`src/rtl/core/md5_pkg.sv`:
```
// ----------------------------------------------------------------------------
// md5_pkg: shared types, constants and tables of the md5 digest block
// Holds the transfer structs, the controller state type, the initial chaining
// words and the round tables (additive constants, rotations, word order).
// ----------------------------------------------------------------------------
package md5_pkg;

  localparam int unsigned WordW     = 32;
  localparam int unsigned NumWords  = 16;
  localparam int unsigned AddrW     = 4;
  localparam int unsigned NumLanes  = 4;
  localparam int unsigned CntW      = 7;
  localparam int unsigned ByteCntW  = 61;

  // initial chaining words, element 0 is word a
  typedef logic [3:0][WordW-1:0] chain_t;
  localparam chain_t ChainIv = {32'h10325476, 32'h98badcfe, 32'hefcdab89, 32'h67452301};

  // padding and block layout
  localparam logic [7:0]       PadMark       = 8'h80;
  localparam logic [AddrW-1:0] LenLoAddr     = 4'd14;
  localparam logic [AddrW-1:0] LenHiAddr     = 4'd15;
  localparam logic [AddrW:0]   LastZeroShort = 5'd13;
  localparam logic [AddrW:0]   LastZeroLong  = 5'd15;
  localparam logic [1:0]       LastWordIdx   = 2'd3;

  typedef struct packed {
    logic [7:0] data_byte;
    logic       end_of_message;
  } in_t;

  typedef struct packed {
    logic [31:0] digest_word;
    logic [1:0]  word_index;
    logic        last_word;
  } out_t;

  // block buffer write port
  typedef struct packed {
    logic                en;
    logic [AddrW-1:0]    addr;
    logic [WordW-1:0]    data;
    logic [NumLanes-1:0] be;
  } wr_t;

  typedef struct packed {
    logic start;
    logic init;
  } core_ctl_t;

  typedef struct packed {
    logic busy;
    logic done;
  } core_sts_t;

  typedef enum logic [2:0] {
    ST_IDLE,
    ST_COMP,
    ST_MARK,
    ST_ZERO,
    ST_LEN_LO,
    ST_LEN_HI,
    ST_OUT
  } state_e;

  // message word used by round i
  function automatic logic [AddrW-1:0] msg_index(input logic [5:0] i);
    logic [3:0] ii;
    ii = i[3:0];
    case (i[5:4])
      2'd0:    msg_index = ii;
      2'd1:    msg_index = 4'(ii * 4'd5 + 4'd1);
      2'd2:    msg_index = 4'(ii * 4'd3 + 4'd5);
      default: msg_index = 4'(ii * 4'd7);
    endcase
  endfunction

  // left rotation of round i, indexed by {phase, i[1:0]}
  function automatic logic [4:0] rot_amt(input logic [3:0] j);
    case (j)
      4'd0:    rot_amt = 5'd7;
      4'd1:    rot_amt = 5'd12;
      4'd2:    rot_amt = 5'd17;
      4'd3:    rot_amt = 5'd22;
      4'd4:    rot_amt = 5'd5;
      4'd5:    rot_amt = 5'd9;
      4'd6:    rot_amt = 5'd14;
      4'd7:    rot_amt = 5'd20;
      4'd8:    rot_amt = 5'd4;
      4'd9:    rot_amt = 5'd11;
      4'd10:   rot_amt = 5'd16;
      4'd11:   rot_amt = 5'd23;
      4'd12:   rot_amt = 5'd6;
      4'd13:   rot_amt = 5'd10;
      4'd14:   rot_amt = 5'd15;
      default: rot_amt = 5'd21;
    endcase
  endfunction

  // additive constant of round i
  function automatic logic [WordW-1:0] sine_k(input logic [5:0] i);
    case (i)
      6'd0:  sine_k = 32'hd76aa478;
      6'd1:  sine_k = 32'he8c7b756;
      6'd2:  sine_k = 32'h242070db;
      6'd3:  sine_k = 32'hc1bdceee;
      6'd4:  sine_k = 32'hf57c0faf;
      6'd5:  sine_k = 32'h4787c62a;
      6'd6:  sine_k = 32'ha8304613;
      6'd7:  sine_k = 32'hfd469501;
      6'd8:  sine_k = 32'h698098d8;
      6'd9:  sine_k = 32'h8b44f7af;
      6'd10: sine_k = 32'hffff5bb1;
      6'd11: sine_k = 32'h895cd7be;
      6'd12: sine_k = 32'h6b901122;
      6'd13: sine_k = 32'hfd987193;
      6'd14: sine_k = 32'ha679438e;
      6'd15: sine_k = 32'h49b40821;
      6'd16: sine_k = 32'hf61e2562;
      6'd17: sine_k = 32'hc040b340;
      6'd18: sine_k = 32'h265e5a51;
      6'd19: sine_k = 32'he9b6c7aa;
      6'd20: sine_k = 32'hd62f105d;
      6'd21: sine_k = 32'h02441453;
      6'd22: sine_k = 32'hd8a1e681;
      6'd23: sine_k = 32'he7d3fbc8;
      6'd24: sine_k = 32'h21e1cde6;
      6'd25: sine_k = 32'hc33707d6;
      6'd26: sine_k = 32'hf4d50d87;
      6'd27: sine_k = 32'h455a14ed;
      6'd28: sine_k = 32'ha9e3e905;
      6'd29: sine_k = 32'hfcefa3f8;
      6'd30: sine_k = 32'h676f02d9;
      6'd31: sine_k = 32'h8d2a4c8a;
      6'd32: sine_k = 32'hfffa3942;
      6'd33: sine_k = 32'h8771f681;
      6'd34: sine_k = 32'h6d9d6122;
      6'd35: sine_k = 32'hfde5380c;
      6'd36: sine_k = 32'ha4beea44;
      6'd37: sine_k = 32'h4bdecfa9;
      6'd38: sine_k = 32'hf6bb4b60;
      6'd39: sine_k = 32'hbebfbc70;
      6'd40: sine_k = 32'h289b7ec6;
      6'd41: sine_k = 32'heaa127fa;
      6'd42: sine_k = 32'hd4ef3085;
      6'd43: sine_k = 32'h04881d05;
      6'd44: sine_k = 32'hd9d4d039;
      6'd45: sine_k = 32'he6db99e5;
      6'd46: sine_k = 32'h1fa27cf8;
      6'd47: sine_k = 32'hc4ac5665;
      6'd48: sine_k = 32'hf4292244;
      6'd49: sine_k = 32'h432aff97;
      6'd50: sine_k = 32'hab9423a7;
      6'd51: sine_k = 32'hfc93a039;
      6'd52: sine_k = 32'h655b59c3;
      6'd53: sine_k = 32'h8f0ccc92;
      6'd54: sine_k = 32'hffeff47d;
      6'd55: sine_k = 32'h85845dd1;
      6'd56: sine_k = 32'h6fa87e4f;
      6'd57: sine_k = 32'hfe2ce6e0;
      6'd58: sine_k = 32'ha3014314;
      6'd59: sine_k = 32'h4e0811a1;
      6'd60: sine_k = 32'hf7537e82;
      6'd61: sine_k = 32'hbd3af235;
      6'd62: sine_k = 32'h2ad7d2bb;
      default: sine_k = 32'heb86d391;
    endcase
  endfunction

endpackage

```
`src/rtl/core/md5_buf_ram.sv`:
```
// ----------------------------------------------------------------------------
// md5_buf_ram: block buffer memory
// Sixteen 32-bit words, one write port with byte lane enables and one read
// port with registered read data.
// ----------------------------------------------------------------------------
module md5_buf_ram (
  input  logic                          clk_i,
  input  md5_pkg::wr_t                  wr_i,
  input  logic                          rd_en_i,
  input  logic [md5_pkg::AddrW-1:0]     rd_addr_i,
  output logic [md5_pkg::WordW-1:0]     rd_data_o
);
  import md5_pkg::*;

  logic [WordW-1:0] mem_q [NumWords];

  // byte lane write
  always_ff @(posedge clk_i) begin
    if (wr_i.en) begin
      for (int l = 0; l < NumLanes; l++) begin
        if (wr_i.be[l]) begin
          mem_q[wr_i.addr][l*8 +: 8] <= wr_i.data[l*8 +: 8];
        end
      end
    end
  end

  // registered read
  always_ff @(posedge clk_i) begin
    if (rd_en_i) begin
      rd_data_o <= mem_q[rd_addr_i];
    end
  end

endmodule

```
`src/rtl/core/md5_core.sv`:
```
// ----------------------------------------------------------------------------
// md5_core: compression engine and chaining words
// Runs the 64 rounds one per cycle, fetching each round's message word from
// the block buffer ahead of its round, then folds the result into the chain.
// ----------------------------------------------------------------------------
module md5_core (
  input  logic                          clk_i,
  input  logic                          rst_ni,
  input  md5_pkg::core_ctl_t            ctl_i,
  output md5_pkg::core_sts_t            sts_o,
  output logic                          rd_en_o,
  output logic [md5_pkg::AddrW-1:0]     rd_addr_o,
  input  logic [md5_pkg::WordW-1:0]     rd_data_i,
  output md5_pkg::chain_t               chain_o
);
  import md5_pkg::*;

  // schedule: fetch round n at count n, then add its constant, then run the round
  localparam logic [CntW-1:0] CntFetchEnd = 7'd64;
  localparam logic [CntW-1:0] CntKmFirst  = 7'd1;
  localparam logic [CntW-1:0] CntKmLast   = 7'd64;
  localparam logic [CntW-1:0] CntRndFirst = 7'd2;
  localparam logic [CntW-1:0] CntRndLast  = 7'd65;
  localparam logic [CntW-1:0] CntFinal    = 7'd66;

  logic             busy_q;
  logic [CntW-1:0]  cnt_q;
  chain_t           chain_q;
  logic [WordW-1:0] km_q, km_d;
  logic [WordW-1:0] wa_q, wb_q, wc_q, wd_q;

  logic [CntW-1:0]  kidx, ridx;
  logic [WordW-1:0] f_val, sum, rot, b_new;
  logic [63:0]      dbl;
  logic             km_en, rnd_en, fin;

  // fetch address and round datapath
  always_comb begin
    kidx    = cnt_q - CntKmFirst;
    ridx    = cnt_q - CntRndFirst;
    rd_en_o = busy_q && (cnt_q < CntFetchEnd);
    rd_addr_o = msg_index(cnt_q[5:0]);
    km_en   = busy_q && (cnt_q >= CntKmFirst) && (cnt_q <= CntKmLast);
    rnd_en  = busy_q && (cnt_q >= CntRndFirst) && (cnt_q <= CntRndLast);
    fin     = busy_q && (cnt_q == CntFinal);
    km_d    = sine_k(kidx[5:0]) + rd_data_i;
    case (ridx[5:4])
      2'd0:    f_val = (wb_q & wc_q) | (~wb_q & wd_q);
      2'd1:    f_val = (wb_q & wd_q) | (wc_q & ~wd_q);
      2'd2:    f_val = wb_q ^ wc_q ^ wd_q;
      default: f_val = wc_q ^ (wb_q | ~wd_q);
    endcase
    sum   = wa_q + f_val + km_q;
    dbl   = {sum, sum} << rot_amt({ridx[5:4], ridx[1:0]});
    rot   = dbl[63:32];
    b_new = wb_q + rot;
  end

  // control and chaining state
  always_ff @(posedge clk_i or negedge rst_ni) begin
    if (!rst_ni) begin
      busy_q  <= 1'b0;
      cnt_q   <= '0;
      chain_q <= ChainIv;
    end else begin
      if (ctl_i.start) begin
        busy_q <= 1'b1;
        cnt_q  <= '0;
      end else if (fin) begin
        busy_q <= 1'b0;
      end else if (busy_q) begin
        cnt_q <= cnt_q + 7'd1;
      end
      if (ctl_i.init) begin
        chain_q <= ChainIv;
      end else if (fin) begin
        chain_q[0] <= chain_q[0] + wa_q;
        chain_q[1] <= chain_q[1] + wb_q;
        chain_q[2] <= chain_q[2] + wc_q;
        chain_q[3] <= chain_q[3] + wd_q;
      end
    end
  end

  // working words and constant-plus-message stage
  always_ff @(posedge clk_i) begin
    if (km_en) begin
      km_q <= km_d;
    end
    if (ctl_i.start) begin
      wa_q <= chain_q[0];
      wb_q <= chain_q[1];
      wc_q <= chain_q[2];
      wd_q <= chain_q[3];
    end else if (rnd_en) begin
      wa_q <= wd_q;
      wd_q <= wc_q;
      wc_q <= wb_q;
      wb_q <= b_new;
    end
  end

  assign sts_o.busy = busy_q;
  assign sts_o.done = fin;
  assign chain_o    = chain_q;

  a_no_restart: assert property (@(posedge clk_i) disable iff (!rst_ni)
    ctl_i.start |-> !busy_q) else $error("compression started while busy");

  a_single_pass: assert property (@(posedge clk_i) disable iff (!rst_ni)
    fin |=> !busy_q) else $error("engine still busy after final fold");

  a_init_idle: assert property (@(posedge clk_i) disable iff (!rst_ni)
    ctl_i.init |-> !busy_q) else $error("chain reset during compression");

endmodule

```
`src/rtl/core/md5_message_digest.sv`:
```
// ----------------------------------------------------------------------------
// md5_message_digest: md5 digest of a byte stream
// Gathers message bytes into the block buffer, pads at message end and
// returns the four chaining words as four output transfers.
// ----------------------------------------------------------------------------
// A message byte is taken in each idle cycle with valid input. After every
// 64th byte the input stalls while the block is compressed: one round a cycle
// over the single read port of the block buffer, then the final fold. At
// message end the pad and length words are written one per cycle, with a turn
// state after each zero fill and, if the length does not fit, a compression
// between the two fills; a last compression follows the length words, and the
// digest leaves as four transfers, words a to d, the last flagged. The block
// then restarts from the initial chaining values, ready for a new message.
module md5_message_digest (
  input  logic          clk_i,
  input  logic          rst_ni,
  input  logic          in_valid_i,
  output logic          in_ready_o,
  input  md5_pkg::in_t  in_data_i,
  output logic          out_valid_o,
  input  logic          out_ready_i,
  output md5_pkg::out_t out_data_o
);
  import md5_pkg::*;

  state_e               state_q, state_d, nxt_q, nxt_d;
  logic [5:0]           pos_q, pos_d;
  logic [ByteCntW-1:0]  count_q, count_d;
  logic [AddrW:0]       wptr_q, wptr_d;
  logic                 extra_q, extra_d;
  logic [1:0]           oidx_q, oidx_d;

  wr_t                  wr;
  core_ctl_t            ctl;
  core_sts_t            sts;
  logic                 rd_en;
  logic [AddrW-1:0]     rd_addr;
  logic [WordW-1:0]     rd_data;
  chain_t               chain;
  logic [63:0]          bit_len;
  logic [AddrW:0]       zero_lim;
  logic [4:0]           lane_sh;

  assign bit_len  = {count_q, 3'b000};
  assign zero_lim = extra_q ? LastZeroLong : LastZeroShort;
  assign lane_sh  = {pos_q[1:0], 3'b000};

  md5_buf_ram u_ram (
    .clk_i     (clk_i),
    .wr_i      (wr),
    .rd_en_i   (rd_en),
    .rd_addr_i (rd_addr),
    .rd_data_o (rd_data)
  );

  md5_core u_core (
    .clk_i     (clk_i),
    .rst_ni    (rst_ni),
    .ctl_i     (ctl),
    .sts_o     (sts),
    .rd_en_o   (rd_en),
    .rd_addr_o (rd_addr),
    .rd_data_i (rd_data),
    .chain_o   (chain)
  );

  // state registers
  always_ff @(posedge clk_i or negedge rst_ni) begin
    if (!rst_ni) begin
      state_q <= ST_IDLE;
      nxt_q   <= ST_IDLE;
      pos_q   <= '0;
      count_q <= '0;
      wptr_q  <= '0;
      extra_q <= 1'b0;
      oidx_q  <= '0;
    end else begin
      state_q <= state_d;
      nxt_q   <= nxt_d;
      pos_q   <= pos_d;
      count_q <= count_d;
      wptr_q  <= wptr_d;
      extra_q <= extra_d;
      oidx_q  <= oidx_d;
    end
  end

  // byte intake, padding sequencer and digest output
  always_comb begin
    state_d     = state_q;
    nxt_d       = nxt_q;
    pos_d       = pos_q;
    count_d     = count_q;
    wptr_d      = wptr_q;
    extra_d     = extra_q;
    oidx_d      = oidx_q;
    wr          = '0;
    ctl         = '0;
    in_ready_o  = 1'b0;
    out_valid_o = 1'b0;
    case (state_q)
      ST_IDLE: begin
        in_ready_o = 1'b1;
        if (in_valid_i) begin
          wr.en   = 1'b1;
          wr.addr = pos_q[5:2];
          wr.data = {24'b0, in_data_i.data_byte} << lane_sh;
          wr.be   = 4'b0001 << pos_q[1:0];
          count_d = count_q + 61'd1;
          pos_d   = pos_q + 6'd1;
          if (&pos_q) begin
            // full block: compress, then pad if this was the last byte
            ctl.start = 1'b1;
            state_d   = ST_COMP;
            nxt_d     = in_data_i.end_of_message ? ST_MARK : ST_IDLE;
          end else if (in_data_i.end_of_message) begin
            state_d = ST_MARK;
          end
        end
      end
      ST_MARK: begin
        wr.en   = 1'b1;
        wr.addr = pos_q[5:2];
        wr.data = {24'b0, PadMark} << lane_sh;
        wr.be   = 4'b1111 << pos_q[1:0];
        // no room for the length after the marker: one more block
        extra_d = &pos_q[5:3];
        wptr_d  = {1'b0, pos_q[5:2]} + 5'd1;
        state_d = ST_ZERO;
      end
      ST_ZERO: begin
        if (wptr_q <= zero_lim) begin
          wr.en   = 1'b1;
          wr.addr = wptr_q[AddrW-1:0];
          wr.data = '0;
          wr.be   = '1;
          wptr_d  = wptr_q + 5'd1;
        end else if (extra_q) begin
          ctl.start = 1'b1;
          state_d   = ST_COMP;
          nxt_d     = ST_ZERO;
          wptr_d    = '0;
          extra_d   = 1'b0;
        end else begin
          state_d = ST_LEN_LO;
        end
      end
      ST_LEN_LO: begin
        wr.en   = 1'b1;
        wr.addr = LenLoAddr;
        wr.data = bit_len[31:0];
        wr.be   = '1;
        state_d = ST_LEN_HI;
      end
      ST_LEN_HI: begin
        wr.en     = 1'b1;
        wr.addr   = LenHiAddr;
        wr.data   = bit_len[63:32];
        wr.be     = '1;
        ctl.start = 1'b1;
        state_d   = ST_COMP;
        nxt_d     = ST_OUT;
      end
      ST_COMP: begin
        if (sts.done) begin
          state_d = nxt_q;
        end
      end
      ST_OUT: begin
        out_valid_o = 1'b1;
        if (out_ready_i) begin
          oidx_d = oidx_q + 2'd1;
          if (oidx_q == LastWordIdx) begin
            ctl.init = 1'b1;
            pos_d    = '0;
            count_d  = '0;
            state_d  = ST_IDLE;
          end
        end
      end
      default: begin
        state_d = ST_IDLE;
      end
    endcase
  end

  // digest word select
  assign out_data_o.digest_word = chain[oidx_q];
  assign out_data_o.word_index  = oidx_q;
  assign out_data_o.last_word   = (oidx_q == LastWordIdx);

  a_no_intake_busy: assert property (@(posedge clk_i) disable iff (!rst_ni)
    !(in_ready_o && sts.busy)) else $error("byte taken during compression");

  a_buf_interlock: assert property (@(posedge clk_i) disable iff (!rst_ni)
    sts.busy |-> !wr.en) else $error("buffer written during compression");

  a_restart: assert property (@(posedge clk_i) disable iff (!rst_ni)
    out_valid_o && out_ready_i && out_data_o.last_word |=>
      in_ready_o && (chain == ChainIv))
    else $error("no clean restart after digest");

endmodule

```
`config.mk`:
```
export PLATFORM = sky130hd
export DESIGN_NAME = md5_message_digest
export DESIGN_NICKNAME = d
export VERILOG_FILES = /design/src/rtl/core/md5_pkg.sv /design/src/rtl/core/md5_buf_ram.sv /design/src/rtl/core/md5_core.sv /design/src/rtl/core/md5_message_digest.sv
export SDC_FILE = /design/constraint.sdc
export NUM_CORES = 2
export LEC_CHECK = 0
export ABC_AREA = 1
export BUFFER_PORTS_ARGS = -buffer_cell sky130_fd_sc_hd__buf_2
export CAP_MARGIN = 15
export CELL_PAD_IN_SITES_DETAIL_PLACEMENT = 0
export CELL_PAD_IN_SITES_GLOBAL_PLACEMENT = 2
export CORE_UTILIZATION = 43
export DETAILED_ROUTE_END_ITERATION = 8
export PLACE_DENSITY_LB_ADDON = 0.1
export SLEW_MARGIN = 20
export SYNTH_ARGS = -nofsm -noshare
export SYNTH_HDL_FRONTEND = slang
export SYNTH_SLANG_ARGS = --single-unit
```
`constraint.sdc`:
```
create_clock -name clk_i -period 27.1 [get_ports clk_i]
set_input_delay 6.775 -clock clk_i [delete_from_list [all_inputs] [get_ports clk_i]]
set_output_delay 6.775 -clock clk_i [all_outputs]
set_load 0.01 [all_outputs]
```
# After elaboration in Yosys (flattened, before gate mapping)
# Memories as Yosys holds them, arrays and structs flattened. A register that Yosys moved wholly into a read port is not among the register bits.
# Cells that the tools add are included.
[word_totals]
n_memories = 3
wordCells = 186
ram_bits = 512
register_bits = 377
rom_bits = 2128
[op_classes]
n_eq_ne = 22
n_addsub = 18
reduce_logical = 25
muxes = 73
n_lt_le_gt_ge = 7
shift = 5
n_bitwise = 12
multipliers = 3
[memory_table]
columns = ["memory", "words", "width", "read_ports", "rd_ports_with_merged_regs", "wr", "line_no", "rtl"]
rows = [
  ["(no name shown)", 64, 32, 1, 0, 0, "md5_pkg.sv:102", "case (i)"],
  ["u_ram.mem_q", 16, 32, 1, 1, 1, "md5_buf_ram.sv:15", "logic [WordW-1:0] mem_q [NumWords];"],
  ["(no name shown)", 16, 5, 1, 0, 0, "md5_pkg.sv:80", "case (j)"],
]
[ops]
columns = ["operator", "n"]
rows = [
  ["32-bit two-way mux", 9],
  ["32-bit adder", 8],
  ["128-bit two-way mux", 2],
  ["41-bit case mux with 5 select lines", 1],
  ["61-bit two-way mux", 3],
  ["32-bit bitwise AND", 4],
  ["61-bit case mux with 2 select lines", 1],
  ["32-bit OR", 3],
  ["32-bit case mux with 3 select lines", 1],
  ["32-bit bitwise XOR", 3],
  ["41-bit two-way mux", 2],
  ["32-bit binary-select mux with 2-bit select", 1],
  ["32-bit inverter", 2],
  ["64-bit by 5-bit left shift with 64-bit output", 1],
  ["61-bit by 1-bit adder with 61-bit output, second input constant", 1],
  ["3-bit two-way mux", 12],
  ["8-bit by 5-bit left shift with 32-bit output", 1],
  ["8-bit by 5-bit left shift with 32-bit output, first input constant", 1],
  ["1-bit two-way mux", 24],
  ["7-bit two-way mux", 3],
  ["3-bit case mux with 7 select lines", 1],
  ["6-bit two-way mux", 3],
  ["7-bit <= comparator, second input constant", 2],
  ["2-bit != test, second input constant", 7],
  ["other kinds (44)", 69],
]

# Longest topological paths before layout
[depth]
ltp_word = 10
mapped_depth = 52
mapped_depth_nobuf = 50

# Cells and area by module
# From an unflattened synthesis, not the netlist that was laid out.
[hier_totals]
hier_cells = 7799
hier_area_um2 = 61052.3
[by_module_without_submodules]
columns = ["module", "area_per_inst_um2", "n_inst", "cells_each"]
rows = [
  ["md5_core", 30932.2, 1, 4493],
  ["md5_buf_ram", 23336.1, 1, 2195],
  ["md5_message_digest", 6784.0, 1, 1111],
]

# Worst setup path before layout
# Ideal clock, no wire load.
[synth_timing]
path_kind = "in2reg"
from = "input in_valid_i"
to = "register u_core.wa_q[0], enable pin"
path_buffers = 2
slack_ns = 13.621
setup_time_ns = 1.818
required_ns = 25.282
arrival_ns = 11.661
path_stages = 6
path_cell_list = "inv_1 -> o31ai_1 -> nor2_1 -> clkbuf_1 -> clkbuf_1 -> o21ai_0"
[synth_via]
elab_chain_cells = 3
[synth_rtl]
columns = ["item", "line_no", "rtl"]
rows = [
  ["start, declared", "md5_message_digest.sv:17", "input logic in_valid_i,"],
  ["1-bit two-way mux", "md5_message_digest.sv:104", "if (in_valid_i) begin"],
  ["1-bit case mux with 3 select lines", "md5_message_digest.sv:101", "case (state_q)"],
  ["2-bit nonzero test (no source line)", "n/a", ""],
  ["end signal, assigned", "md5_core.sv:91", "wa_q <= chain_q[0];"],
  ["end signal, assigned", "md5_core.sv:96", "wa_q <= wd_q;"],
  ["end, declared", "md5_core.sv:30", "logic [WordW-1:0] wa_q, wb_q, wc_q, wd_q;"],
]
# Every way passes these cells.
# A chain may end at the register's enable or synchronous reset.

==> impl_metrics.json <==
{
  "cts_resized": 0,
  "synth.ff_latch_count": 921,
  "r2r-end": "u_core.wb_q[21]$_DFFE_PP_",
  "cts_setup_buffers": 0,
  "critical_path_peak_fanout": 51,
  "p_per_area_nw_per_um2": 45.9,
  "antenna_found_initial": 2,
  "holdBufCountCts": 0,
  "syn_inst": 6990,
  "grt_pass1_vias": 49000,
  "failed_checks": "DRC",
  "clk_latency_ns": 0.77,
  "die_width_um": 370,
  "vdd_ir_drop_max_mv": 0.0544,
  "first_iter_violations": 5549,
  "worstRegToRegCells": 41,
  "fmax_mhz": 101,
  "nets": 7260,
  "regToRegSetupSlack_ns": 17.44,
  "drt_first_pass_iters": 9,
  "finalSetupViolations": 0,
  "ant_nets": 0,
  "coreArea_um2": 134000,
  "ioPinCount": 50,
  "rsz0062_at_grt": "no",
  "grt_max_degree": 159,
  "fillers": 13100,
  "synth_top_cell_by_area": "edfxtp_1",
  "post-route-util": 0.478,
  "wl_mm": 223,
  "drv_slew": 0,
  "max-cap-violations": 0,
  "cts.sinks": 921,
  "track_usage": 0.320,
  "status": "complete, but fails checks",
  "io_buffers": 49,
  "dpl_worst_slack_ns": 17.05,
  "stdcell_count": 8800,
  "drive_above_1_share": 0.0651,
  "ys_types": 62,
  "clk_pin_slew_ns": 0.06,
  "endpoint_kind": "primary output",
  "cts_tree": "done",
  "ys_seq_area_frac": 0.458,
  "cts.path.max_buffers": 3,
  "setup_ws_ns": 17.17,
  "min_period_ns": 9.93,
  "dp_hpwl_mm": 164,
  "yosysWarnings": 0,
  "hold_path_end": "count_q[33]$_DFFE_PN0P_",
  "postLayoutCellArea_um2": 63900,
  "skew_ns": 0.0571,
  "synth_nets": 7301,
  "arrival_ns": 3.15,
  "holdCritPathClass": "register to register",
  "place_area_um2": 60500,
  "layout_common_cells": "nand2_1, nor2_1, inv_1, o21ai_0, edfxtp_1",
  "yosysTopAreaCellShare": 0.363,
  "p_leak_nw": 25.0,
  "multi_input_area_um2": 27600,
  "min_path_cells": 1,
  "vias": 51900,
  "dieArea_um2": 137000,
  "hold_start": "count_q[33]$_DFFE_PN0P_",
  "globalplace.congestion": 0.972,
  "cts_root_buf": "clkbuf_16",
  "netlist_area_um2": 58200,
  "initial_core_util": 0.435,
  "synth_area_per_cell_um2": 8.33,
  "area_growth_pct": 9.78,
  "critical_path_required_ns": 20.32,
  "crit_type": "register to primary output",
  "fin_crit_sh": 0.366,
  "vias_per_cell": 5.90,
  "post_drt_wl_per_cell_um": 25.3,
  "final_common_cell": "nand2_1",
  "maxSlewHeadroom": 0.209,
  "num_rows": 134,
  "synth_edf_count": 704,
  "drc": 1,
  "rr_startpoint": "u_core.cnt_q[2]$_DFFE_PN0P_",
  "dp.cells": 8611,
  "cts_buffers": 103,
  "seqCellArea_um2": 26700,
  "hold_viol_final": 0,
  "ys_async_sr_fraction": 0.236,
  "htree_levels": 3,
  "n_antenna_cell": 0,
  "synthTopCellsByArea": "edfxtp_1, nand2_1, o21ai_0, dfrtp_1, ha_1",
  "grt_pass1_wl_mm": 327,
  "synth_top_flop_cell": "edfxtp_1",
  "fin_tns_setup_ns": 0,
  "gr-total-overflow": 0,
  "cp-start-kind": "register",
  "worstMarginPinSlew_ns": 1.19,
  "die_height_um": 370
}
==> how the worst max path moves through the flow <==
stage / from / to / slack [ns]
floorplan: in_valid_i / u_core.wa_q[0]$_DFFE_PP_ / 13.62
global placement: in_valid_i / u_ram.mem_q[14][1]$_DFFE_PP_ / 17.06
detailed placement: in_valid_i / u_ram.mem_q[12][0]$_DFFE_PP_ / 17.05
CTS: oidx_q[0]$_DFFE_PN0P_ / out_data_o[13] / 17.18
global route: u_core.cnt_q[2]$_DFFE_PN0P_ / u_core.wb_q[20]$_DFFE_PP_ / 16.61
finish: oidx_q[0]$_DFFE_PN0P_ / out_data_o[13] / 17.17
==> synth_stat cells, drive strengths merged, types with 12 or more instances <==
master / count
nand2: 1144
a21boi: 15
o21ai: 812
nor3: 113
xor2: 105
nor4: 25
or2: 21
a211oi: 12
a22oi: 12
nand3: 402
fa: 42
a221oi: 18
o21bai: 16
ha: 256
clkbuf: 257
nor2: 838
o2111ai: 13
o211ai: 108
o221ai: 116
edfxtp: 704
o31ai: 20
o22ai: 169
o21a: 23
dfrtp: 153
a21oi: 445
a2111oi: 17
xnor2: 49
buf: 32
a21o: 16
nand4: 65
inv: 816
a31oi: 35
dfstp: 64
==> through the flow <==
stage	power (W)	hold WS, ns
after CTS	0.00295	0.471
after detailed placement	0.00154	0.467
final	0.00293	0.470
after floorplan	0.00153	0.433
after global routing	0.00300	0.488
after global placement	0.00154	0.453
==> flip-flops by register name, indices dropped and copies added, names as in the netlist, 7 cells and up <==
| name | flops |
|---|---|
| count_q | 61 |
| u_core.chain_o | 128 |
| u_core.cnt_q | 7 |
| u_core.km_q | 32 |
| u_core.wa_q | 32 |
| u_core.wb_q | 32 |
| u_core.wc_q | 32 |
| u_core.wd_q | 32 |
| u_ram.mem_q | 512 |
| u_ram.rd_data_o | 32 |
==> critical path: stages (launching register included) <==
cell     delay (ns)
dfrtp_2        0.40
inv_2          0.46
buf_4          0.64
o21ai_0        0.18
a21oi_1        0.32
a21oi_1        0.15
buf_2          0.19
==> where the power goes <==
| group | switching, W | total, W | internal [W] |
|---|---|---|---|
| registers | 0.000000211 | 0.00150 | 0.00150 |
| logic | 0.00000938 | 0.0000108 | 0.00000139 |
| clock network | 0.000628 | 0.00142 | 0.000789 |
| total | 0.000638 | 0.00293 | 0.00229 |
==> kinds of logic (layout without fill, tap and decap cells) <==
| logic type | after synthesis | after routing | share of synthesized area |
|---|---|---|---|
| adders and majority gates | 298 | 298 | 0.0695 |
| buffers and inverters | 1113 | 1155 | 0.0725 |
| AOI/OAI and AO/OA | 1874 | 1874 | 0.188 |
| muxes | 4 | 4 | 0.000688 |
| DFF | 921 | 921 | 0.458 |
| and+or+nand+nor | 2626 | 2626 | 0.188 |
| xor gates and xnor gates | 154 | 154 | 0.0232 |
==> layer usage <==
metal	wire (um)	global-route usage	vias to the layer above
met3	13600	0.0464	348
met1	95200	0.428	25300
met2	104000	0.521	1897
met4	9780	0.126	2
li1	-	-	24300
met5	20	0	-
==> layout make-up <==
| type | count | area share |
|---|---|---|
| multi-input cells | 4956 | 0.432 |
| clock inverters | 60 | 0.0103 |
| flip-flops and latches | 921 | 0.417 |
| well taps | 1768 | 0.0346 |
| repair buffers | 143 | 0.0155 |
| inverters | 824 | 0.0486 |
| clock buffers | 128 | 0.0423 |
Power figures use the tool's default switching activity.
